**src/cwq_pkg.sv**
```systemverilog
package cwq_pkg;

	localparam int ENTRY_SLOTS_DEF  = 32;
	localparam int FRAME_BUDGET_DEF = 16;

	localparam int ACTION_W = 3;
	localparam int REG_W    = 5;
	localparam int VALUE_W  = 8;
	localparam int CLASS_W  = 2;
	localparam int SLOT_W   = 5;
	localparam int DEPTH_W  = 6;
	localparam int DROP_W   = 32;

	localparam logic [ACTION_W-1:0] ACT_ENQUEUE     = 3'd0;
	localparam logic [ACTION_W-1:0] ACT_REMOVE      = 3'd1;
	localparam logic [ACTION_W-1:0] ACT_MUSIC_CLEAR = 3'd2;
	localparam logic [ACTION_W-1:0] ACT_FLUSH       = 3'd3;
	localparam logic [ACTION_W-1:0] ACT_DRAIN       = 3'd4;

	localparam logic [CLASS_W-1:0] CLASS_STEAL  = 2'd0;
	localparam logic [CLASS_W-1:0] CLASS_NOTE   = 2'd2;
	localparam logic [CLASS_W-1:0] CLASS_TIMBRE = 2'd3;

	// voice register blocks: reg_addr[4:2] of registers 4..7 and 12..15
	localparam logic [2:0] VOICE_BLK_LO = 3'd1;
	localparam logic [2:0] VOICE_BLK_HI = 3'd3;

	typedef struct packed {
		logic [ACTION_W-1:0] action;
		logic [REG_W-1:0]    reg_addr;
		logic [VALUE_W-1:0]  reg_value;
		logic [CLASS_W-1:0]  prio_class;
		logic                voice_channel;
		logic [SLOT_W-1:0]   free_slots;
	} req_t;

	typedef struct packed {
		logic                write_valid;
		logic [REG_W-1:0]    out_reg;
		logic [VALUE_W-1:0]  out_value;
		logic                last;
		logic [DEPTH_W-1:0]  depth_now;
		logic [DROP_W-1:0]   drop_total;
	} rsp_t;

	typedef struct packed {
		logic [REG_W-1:0]   reg_addr;
		logic [VALUE_W-1:0] reg_value;
		logic [CLASS_W-1:0] prio_class;
	} entry_t;

	typedef enum logic [1:0] {
		PURGE_CHANNEL,
		PURGE_MUSIC,
		PURGE_TAKEN
	} purge_mode_t;

	typedef struct packed {
		logic               load;
		logic               scan;
		logic               compact;
		logic               start;
		logic               commit;
		logic               resp;
		logic [CLASS_W-1:0] cls;
		purge_mode_t        mode;
	} cmd_t;

	typedef struct packed {
		logic walk_done;
		logic all_taken;
		logic none;
		logic out_free;
	} sts_t;

endpackage

```
**src/cwq_ram.sv**
```systemverilog
module cwq_ram #(
	parameter int WIDTH = 15,
	parameter int DEPTH = 32
) (
	input  logic                     clk,
	input  logic                     we,
	input  logic [$clog2(DEPTH)-1:0] waddr,
	input  logic [WIDTH-1:0]         wdata,
	input  logic                     re,
	input  logic [$clog2(DEPTH)-1:0] raddr,
	output logic [WIDTH-1:0]         rdata
);

	logic [WIDTH-1:0] mem_q [DEPTH];

	always_ff @(posedge clk) begin
		if (we) begin
			mem_q[waddr] <= wdata;
		end
		if (re) begin
			rdata <= mem_q[raddr];
		end
	end

endmodule

```
**src/cwq_ctrl.sv**
```systemverilog
module cwq_ctrl (
	input  logic                            clk,
	input  logic                            arst_n,
	input  logic                            req_valid,
	input  logic [cwq_pkg::ACTION_W-1:0]    req_action,
	input  cwq_pkg::sts_t                   sts,
	output logic                            req_ready,
	output cwq_pkg::cmd_t                   cmd
);
	import cwq_pkg::*;

	typedef enum logic [1:0] {
		S_IDLE,
		S_SCAN,
		S_COMPACT,
		S_RESP
	} state_t;

	state_t             state_q, state_d;
	logic [CLASS_W-1:0] cls_q, cls_d;
	purge_mode_t        mode_q, mode_d;

	always_comb begin
		state_d     = state_q;
		cls_d       = cls_q;
		mode_d      = mode_q;
		cmd         = '0;
		cmd.cls     = cls_q;
		cmd.mode    = mode_q;
		req_ready   = (state_q == S_IDLE);
		unique case (state_q)
			S_IDLE: begin
				if (req_valid) begin
					cmd.load = 1'b1;
					unique case (req_action)
						ACT_REMOVE: begin
							mode_d  = PURGE_CHANNEL;
							state_d = S_COMPACT;
						end
						ACT_MUSIC_CLEAR: begin
							mode_d  = PURGE_MUSIC;
							state_d = S_COMPACT;
						end
						ACT_DRAIN: begin
							mode_d  = PURGE_TAKEN;
							cls_d   = CLASS_STEAL;
							state_d = S_SCAN;
						end
						default: begin
							state_d = S_RESP;
						end
					endcase
				end
			end
			S_SCAN: begin
				cmd.scan = 1'b1;
				if (sts.none) begin
					state_d = S_RESP;
				end else if (sts.all_taken || sts.walk_done) begin
					cmd.start = 1'b1;
					if (sts.all_taken || cls_q == CLASS_TIMBRE) begin
						state_d = S_COMPACT;
					end else begin
						cls_d = cls_q + CLASS_W'(1);
					end
				end
			end
			S_COMPACT: begin
				cmd.compact = 1'b1;
				if (sts.walk_done) begin
					cmd.commit = 1'b1;
					state_d    = (mode_q == PURGE_TAKEN) ? S_IDLE : S_RESP;
				end
			end
			S_RESP: begin
				cmd.resp = 1'b1;
				if (sts.out_free) begin
					state_d = S_IDLE;
				end
			end
			default: begin
				state_d = S_IDLE;
			end
		endcase
	end

	always_ff @(posedge clk or negedge arst_n) begin
		if (!arst_n) begin
			state_q <= S_IDLE;
			cls_q   <= CLASS_STEAL;
			mode_q  <= PURGE_TAKEN;
		end else begin
			state_q <= state_d;
			cls_q   <= cls_d;
			mode_q  <= mode_d;
		end
	end

endmodule

```
**src/cwq_dp.sv**
```systemverilog
module cwq_dp #(
	parameter int ENTRY_SLOTS  = cwq_pkg::ENTRY_SLOTS_DEF,
	parameter int FRAME_BUDGET = cwq_pkg::FRAME_BUDGET_DEF
) (
	input  logic          clk,
	input  logic          arst_n,
	input  cwq_pkg::req_t req,
	input  cwq_pkg::cmd_t cmd,
	output cwq_pkg::sts_t sts,
	output logic          rsp_valid,
	input  logic          rsp_ready,
	output cwq_pkg::rsp_t rsp
);
	import cwq_pkg::*;

	localparam int AW  = $clog2(ENTRY_SLOTS);
	localparam int CW  = $clog2(ENTRY_SLOTS + 1);
	localparam int LW  = $clog2(FRAME_BUDGET + 1);
	localparam int TW0 = (CW > LW) ? CW : LW;
	localparam int TW  = (TW0 > SLOT_W) ? TW0 : SLOT_W;
	localparam int EW  = $bits(entry_t);

	logic [CW-1:0]          count_q;
	logic [DROP_W-1:0]      drop_q;
	logic [ENTRY_SLOTS-1:0] taken_q;
	logic [CW-1:0]          rd_idx_q;
	logic [CW-1:0]          wr_idx_q;
	logic [LW-1:0]          n_q;
	logic                   vld_s1;
	logic [AW-1:0]          idx_s1;
	req_t                   item_q;
	logic [LW-1:0]          total_q;
	logic                   out_valid_q;
	rsp_t                   out_q;

	logic [EW-1:0] rd_data;
	entry_t        rd_entry;
	entry_t        wr_entry;
	logic          ram_we;
	logic [AW-1:0] ram_waddr;
	logic          ram_re;

	logic [TW-1:0] lim;
	logic [TW-1:0] total_w;
	logic          enq_ok;
	logic          out_free;
	logic          issue;
	logic          hit;
	logic          stall;
	logic          adv;
	logic          del;
	logic          keep;
	logic          emit_scan;
	logic          emit_resp;

	assign rd_entry = rd_data;

	always_comb begin
		lim     = (TW'(req.free_slots) > TW'(FRAME_BUDGET)) ? TW'(FRAME_BUDGET)
		                                                    : TW'(req.free_slots);
		total_w = (lim < TW'(count_q)) ? lim : TW'(count_q);
	end

	assign enq_ok    = count_q < CW'(ENTRY_SLOTS);
	assign out_free  = !out_valid_q || rsp_ready;
	assign issue     = (cmd.scan || cmd.compact) && (rd_idx_q < count_q);
	assign hit       = vld_s1 && (rd_entry.prio_class == cmd.cls) && (n_q < total_q);
	assign stall     = cmd.scan && hit && !out_free;
	assign adv       = !stall;
	assign emit_scan = cmd.scan && hit && out_free;
	assign emit_resp = cmd.resp && out_free;

	always_comb begin
		unique case (cmd.mode)
			PURGE_CHANNEL: del = rd_entry.reg_addr[REG_W-1:2] ==
			                     (item_q.voice_channel ? VOICE_BLK_HI : VOICE_BLK_LO);
			PURGE_MUSIC:   del = rd_entry.prio_class >= CLASS_NOTE;
			PURGE_TAKEN:   del = taken_q[idx_s1];
			default:       del = 1'b0;
		endcase
	end

	assign keep = cmd.compact && vld_s1 && !del;

	always_comb begin
		if (cmd.load) begin
			ram_we              = (req.action == ACT_ENQUEUE) && enq_ok;
			ram_waddr           = count_q[AW-1:0];
			wr_entry.reg_addr   = req.reg_addr;
			wr_entry.reg_value  = req.reg_value;
			wr_entry.prio_class = req.prio_class;
		end else begin
			ram_we    = keep;
			ram_waddr = wr_idx_q[AW-1:0];
			wr_entry  = rd_entry;
		end
	end

	assign ram_re = adv && issue;

	cwq_ram #(
		.WIDTH (EW),
		.DEPTH (ENTRY_SLOTS)
	) u_ram (
		.clk   (clk),
		.we    (ram_we),
		.waddr (ram_waddr),
		.wdata (wr_entry),
		.re    (ram_re),
		.raddr (rd_idx_q[AW-1:0]),
		.rdata (rd_data)
	);

	always_ff @(posedge clk or negedge arst_n) begin
		if (!arst_n) begin
			count_q     <= '0;
			drop_q      <= '0;
			taken_q     <= '0;
			rd_idx_q    <= '0;
			wr_idx_q    <= '0;
			n_q         <= '0;
			vld_s1      <= 1'b0;
			out_valid_q <= 1'b0;
		end else begin
			if (cmd.load) begin
				taken_q  <= '0;
				rd_idx_q <= '0;
				wr_idx_q <= '0;
				n_q      <= '0;
				vld_s1   <= 1'b0;
				if (req.action == ACT_ENQUEUE) begin
					if (enq_ok) begin
						count_q <= count_q + CW'(1);
					end else begin
						drop_q <= drop_q + DROP_W'(1);
					end
				end else if (req.action == ACT_FLUSH) begin
					count_q <= '0;
				end
			end else if (cmd.start) begin
				rd_idx_q <= '0;
				wr_idx_q <= '0;
				vld_s1   <= 1'b0;
			end else begin
				if (adv) begin
					vld_s1 <= issue;
					if (issue) begin
						rd_idx_q <= rd_idx_q + CW'(1);
					end
				end
				if (emit_scan) begin
					taken_q[idx_s1] <= 1'b1;
					n_q             <= n_q + LW'(1);
				end
				if (keep) begin
					wr_idx_q <= wr_idx_q + CW'(1);
				end
				if (cmd.commit) begin
					count_q <= wr_idx_q;
				end
			end
			if (emit_scan || emit_resp) begin
				out_valid_q <= 1'b1;
			end else if (rsp_ready) begin
				out_valid_q <= 1'b0;
			end
		end
	end

	always_ff @(posedge clk) begin
		if (cmd.load) begin
			item_q  <= req;
			total_q <= LW'(total_w);
		end
		if (adv) begin
			idx_s1 <= rd_idx_q[AW-1:0];
		end
		if (emit_scan) begin
			out_q.write_valid <= 1'b1;
			out_q.out_reg     <= rd_entry.reg_addr;
			out_q.out_value   <= rd_entry.reg_value;
			out_q.last        <= (n_q + LW'(1)) == total_q;
			out_q.depth_now   <= DEPTH_W'(count_q - CW'(total_q));
			out_q.drop_total  <= drop_q;
		end else if (emit_resp) begin
			out_q.write_valid <= 1'b0;
			out_q.out_reg     <= '0;
			out_q.out_value   <= '0;
			out_q.last        <= 1'b1;
			out_q.depth_now   <= DEPTH_W'(count_q);
			out_q.drop_total  <= drop_q;
		end
	end

	assign sts.walk_done = !vld_s1 && (rd_idx_q >= count_q);
	assign sts.all_taken = n_q == total_q;
	assign sts.none      = total_q == '0;
	assign sts.out_free  = out_free;

	assign rsp_valid = out_valid_q;
	assign rsp       = out_q;

endmodule

```
**src/class_ordered_write_queue_unit.sv**
```systemverilog
// channel  dir  handshake              payload
// req      in   req_valid / req_ready  req_t: action, write, class, voice, free slots
// rsp      out  rsp_valid / rsp_ready  rsp_t: drained write, last, depth, drop count
//
// Enqueue, flush and unknown actions do not walk the queue. Remove channel and music clear
// walk the queue once. A drain walks the entry memory up to once per class, stopping
// early once its budget is filled, and once more to compact unless its budget is zero;
// a stalled rsp holds the walk.
// Reset clears the count, drop total, walk state and output valid; the entry memory needs no clearing.
module class_ordered_write_queue_unit #(
	parameter int ENTRY_SLOTS  = cwq_pkg::ENTRY_SLOTS_DEF,
	parameter int FRAME_BUDGET = cwq_pkg::FRAME_BUDGET_DEF
) (
	input  logic          clk,
	input  logic          arst_n,
	input  logic          req_valid,
	output logic          req_ready,
	input  cwq_pkg::req_t req,
	output logic          rsp_valid,
	input  logic          rsp_ready,
	output cwq_pkg::rsp_t rsp
);
	import cwq_pkg::*;

	cmd_t cmd;
	sts_t sts;

	cwq_ctrl u_ctrl (
		.clk        (clk),
		.arst_n     (arst_n),
		.req_valid  (req_valid),
		.req_action (req.action),
		.sts        (sts),
		.req_ready  (req_ready),
		.cmd        (cmd)
	);

	cwq_dp #(
		.ENTRY_SLOTS  (ENTRY_SLOTS),
		.FRAME_BUDGET (FRAME_BUDGET)
	) u_dp (
		.clk       (clk),
		.arst_n    (arst_n),
		.req       (req),
		.cmd       (cmd),
		.sts       (sts),
		.rsp_valid (rsp_valid),
		.rsp_ready (rsp_ready),
		.rsp       (rsp)
	);

endmodule

```
**config.mk**
```make
export PLATFORM = sky130hd
export DESIGN_NAME = class_ordered_write_queue_unit
export DESIGN_NICKNAME = d
export VERILOG_FILES = /design/src/cwq_pkg.sv /design/src/cwq_ram.sv /design/src/cwq_ctrl.sv /design/src/cwq_dp.sv /design/src/class_ordered_write_queue_unit.sv
export SDC_FILE = /design/constraint.sdc
export NUM_CORES = 1
export LEC_CHECK = 0
export ABC_CLOCK_PERIOD_IN_PS = 11200
export BUFFER_PORTS_ARGS = -buffer_cell sky130_fd_sc_hd__buf_2
export CAP_MARGIN = 20
export CORE_ASPECT_RATIO = 1.75
export CORE_MARGIN = 2
export CORE_UTILIZATION = 65
export CTS_CLUSTER_DIAMETER = 100
export DETAILED_ROUTE_END_ITERATION = 10
export MAX_ROUTING_LAYER = met4
export PLACE_DENSITY = 0.79
export SLEW_MARGIN = 20
export SYNTH_ARGS = -nofsm -noshare
export SYNTH_HDL_FRONTEND = slang
export SYNTH_SLANG_ARGS = --single-unit
```
**constraint.sdc**
```tcl
create_clock -name clk -period 11.2 [get_ports clk]
set_input_delay 2.8 -clock clk [delete_from_list [all_inputs] [get_ports clk]]
set_output_delay 2.8 -clock clk [all_outputs]
set_load 0.01 [all_outputs]
```
==> impl_metrics.json <==
{
  "synthToLayoutAreaGrowth_pct": 12.1,
  "synthArstFlopShare": 0.145,
  "ys_ff_latch": 654,
  "initial_core_util": 0.658,
  "postSynthCellCount": 1494,
  "placementRows": 98,
  "ant_nets": 0,
  "drv_cap": 0,
  "synth_edf_count": 558,
  "syn_area_per_cell_um2": 17.9,
  "fin_ws_ps": 5540,
  "drive_gt1_frac": 0.261,
  "holdBufCountCts": 0,
  "finalCritPeriodShare": 0.505,
  "antenna_found_initial": 0,
  "die_w_um": 157,
  "vias_per_cell": 6.59,
  "die_y_um": 272,
  "dp_slack_ps": 4990,
  "routed_wl_um": 66000,
  "synthSimpleGateAreaFrac": 0.0548,
  "path_max_fanout": 33,
  "dr.pass1.iters": 6,
  "hold_violations": 0,
  "min_period_ps": 5660,
  "p_leak_nw": 10.4,
  "synth-xor-area-share": 0.0167,
  "wl_per_cell_um": 29.9,
  "synth_compound_area_frac": 0.0378,
  "rsz0062_at_grt": "no",
  "hpwl_um": 43300,
  "insertion_delay_ps": 600,
  "die_area_um2": 42900,
  "peakVddDrop_uv": 173,
  "via_count": 14526,
  "critical_path.slowest_cell": "a21oi_2",
  "cts_setup_buffers": 0,
  "root_buffer": "clkbuf_16",
  "post_cts_resized": 0,
  "finClkSkew_ps": 18.5,
  "cp_common_cell": "nand3_1",
  "nNetsFinal": 1665,
  "synth_fp_nets": 1553,
  "power_mw": 7.81,
  "p_per_area_nw_per_um2": 260,
  "syn_area_um2": 26800,
  "max_slew_margin": 0.284,
  "synthAdderAreaFrac": 0.0148,
  "setup_tns_ps": 0,
  "grt_usage": 0.330,
  "status": "complete, no violations",
  "grt_max_degree": 81,
  "timing.fmax_mhz": 177,
  "path_cells": "buf_2 > nand2_2 > inv_2 > nand3_1 > nor2_1 > nand3_1 > a21oi_2",
  "fin_area_um2": 30000,
  "arrival_ps": 5870,
  "cts_sinks": 654,
  "ys_warn_count": 0,
  "core_um2": 40700,
  "cts_tree": "yes",
  "synth.area.mux_share": 0.147,
  "port_buffers": 82,
  "grt-ovfl-total": 0,
  "first_global_vias": 15282,
  "crit_required_ps": 11410,
  "numCtsBuffers": 54,
  "cp-start-kind": "input pin",
  "ioPinCount": 83,
  "finalSetupViolations": 0,
  "worstMarginPinSlew_ps": 1070,
  "htreeDepth": 2,
  "yosysUniqueCellTypes": 66,
  "synth_top_family_by_area": "multiplexers",
  "grt_pass1_wl_um": 97000,
  "drcViolationCount": 0,
  "synth-main-ff-cell": "edfxtp_1",
  "endpoint_kind": "flop",
  "place_congestion": 0.952,
  "slew_violations": 0,
  "seq_area_frac_synth": 0.715,
  "clk_pin_slew_ps": 60,
  "first_iter_violations": 1424,
  "worstSetupPathType": "input pin to flop",
  "hold_path.class": "flop to flop",
  "max_stage_delay_ps": 1080,
  "place_area_um2": 28000,
  "cts.path.max_buffers": 3
}
-- synthesized netlist by cell type (all sizes together) (17+ instances only) --
cell | count | area, um^2
a21oi | 36 | 191
buf | 17 | 86.3
clkbuf | 46 | 173
dfrtp | 94 | 2350
edfxtp | 558 | 16800
ha | 30 | 375
inv | 30 | 113
mux2 | 22 | 248
mux2i | 21 | 210
mux4 | 154 | 3470
nand2 | 130 | 488
nand3 | 27 | 135
nor2 | 53 | 199
o21ai | 65 | 325
xnor2 | 28 | 245
xor2 | 23 | 201
-- layout make-up --
class | instances | area [um^2]
Antenna cell | 1 | 2.50
Timing Repair Buffer | 119 | 691
Clock buffer | 70 | 1580
Sequential cell | 654 | 19200
Tap cell | 550 | 688
Fill cell | 2368 | 10700
Clock inverter | 32 | 428
Inverter | 30 | 113
Multi-Input combinational cell | 747 | 7340
-- cell usage in the layout (no fill, tap or decap), types with 6 or more instances in the layout --
master	n
a21oi_1	20
a21oi_2	15
and2_1	14
and3_1	12
and4_1	6
buf_2	81
buf_4	38
bufinv_16	9
clkbuf_16	60
clkinv_2	11
dfrtp_1	91
edfxtp_1	558
ha_1	30
inv_1	29
mux2_2	22
mux2i_1	21
mux4_2	154
nand2_1	127
nand2b_1	12
nand3_1	27
nand4_1	12
nor2_1	50
nor2b_1	11
nor3_1	13
o21ai_0	62
xnor2_1	28
xor2_1	23
-- worst paths after layout --
kind                       slack [ps]                                 to                         start  depth (start not counted)
max                              5540  u_dp.u_ram.mem_q[27][9]$_DFFE_PP_                     req_valid                          7
min                               480       u_dp.taken_q[28]$_DFFE_PN0P_  u_dp.taken_q[28]$_DFFE_PN0P_                          2
max reg2reg                      6870  u_dp.u_ram.mem_q[27][9]$_DFFE_PP_      u_dp.idx_s1[0]$_DFFE_PP_                          6
min reg2reg                       480       u_dp.taken_q[28]$_DFFE_PN0P_  u_dp.taken_q[28]$_DFFE_PN0P_                          2
max in group asynchronous        7850        u_dp.drop_q[18]$_DFFE_PN0P_                        arst_n                          2
min in group asynchronous        2210            u_dp.n_q[2]$_DFFE_PN0P_                        arst_n                          1
-- layer usage --
layer	vias to the layer above	track usage	wire length, um
met4	0	0.253	6500
met2	739	0.557	34600
li1	6123	-	-
met3	284	0.0420	4150
met5	-	-	0
met1	7380	0.349	20700
-- state kept, by name, indices dropped and copies added, names as in the netlist, 6 cells and up --
signal            flops
u_dp.rsp             53
u_dp.taken_q         32
u_dp.count_q          6
u_dp.u_ram.rdata     15
u_dp.drop_q          32
u_dp.rd_idx_q         6
u_dp.wr_idx_q         6
u_dp.u_ram.mem_q    480
-- report_power, final --
part / switching, mW / internal, mW
Clock: 0.864 / 1.21
Combinational: 1.47 / 0.843
Sequential: 0.210 / 3.21
-- worst max-delay path, delay by kind of cell --
family / cells / cell delay [ps]
AO/OA/AOI/OAI: 1 / 1080
AND/OR/NAND/NOR: 4 / 1330
buffers and inverters: 2 / 630
-- cells by family after synthesis --
group | Yosys count
adders and majority gates | 31
muxes | 197
AOI/OAI and AO/OA | 159
and+or+nand+nor | 309
buffers and inverters | 93
DFF | 654
xor gates and xnor gates | 51
-- per-stage QoR --
step	utilization	instances	hold WS, ps
after floorplan	-	1494	437
after global placement	0.687	2100	457
after detailed placement	0.687	2100	465
after CTS	0.737	2202	479
after global routing	0.737	2202	501
final	0.737	2203	475
Note: power is estimated with default switching activity, not from simulation.
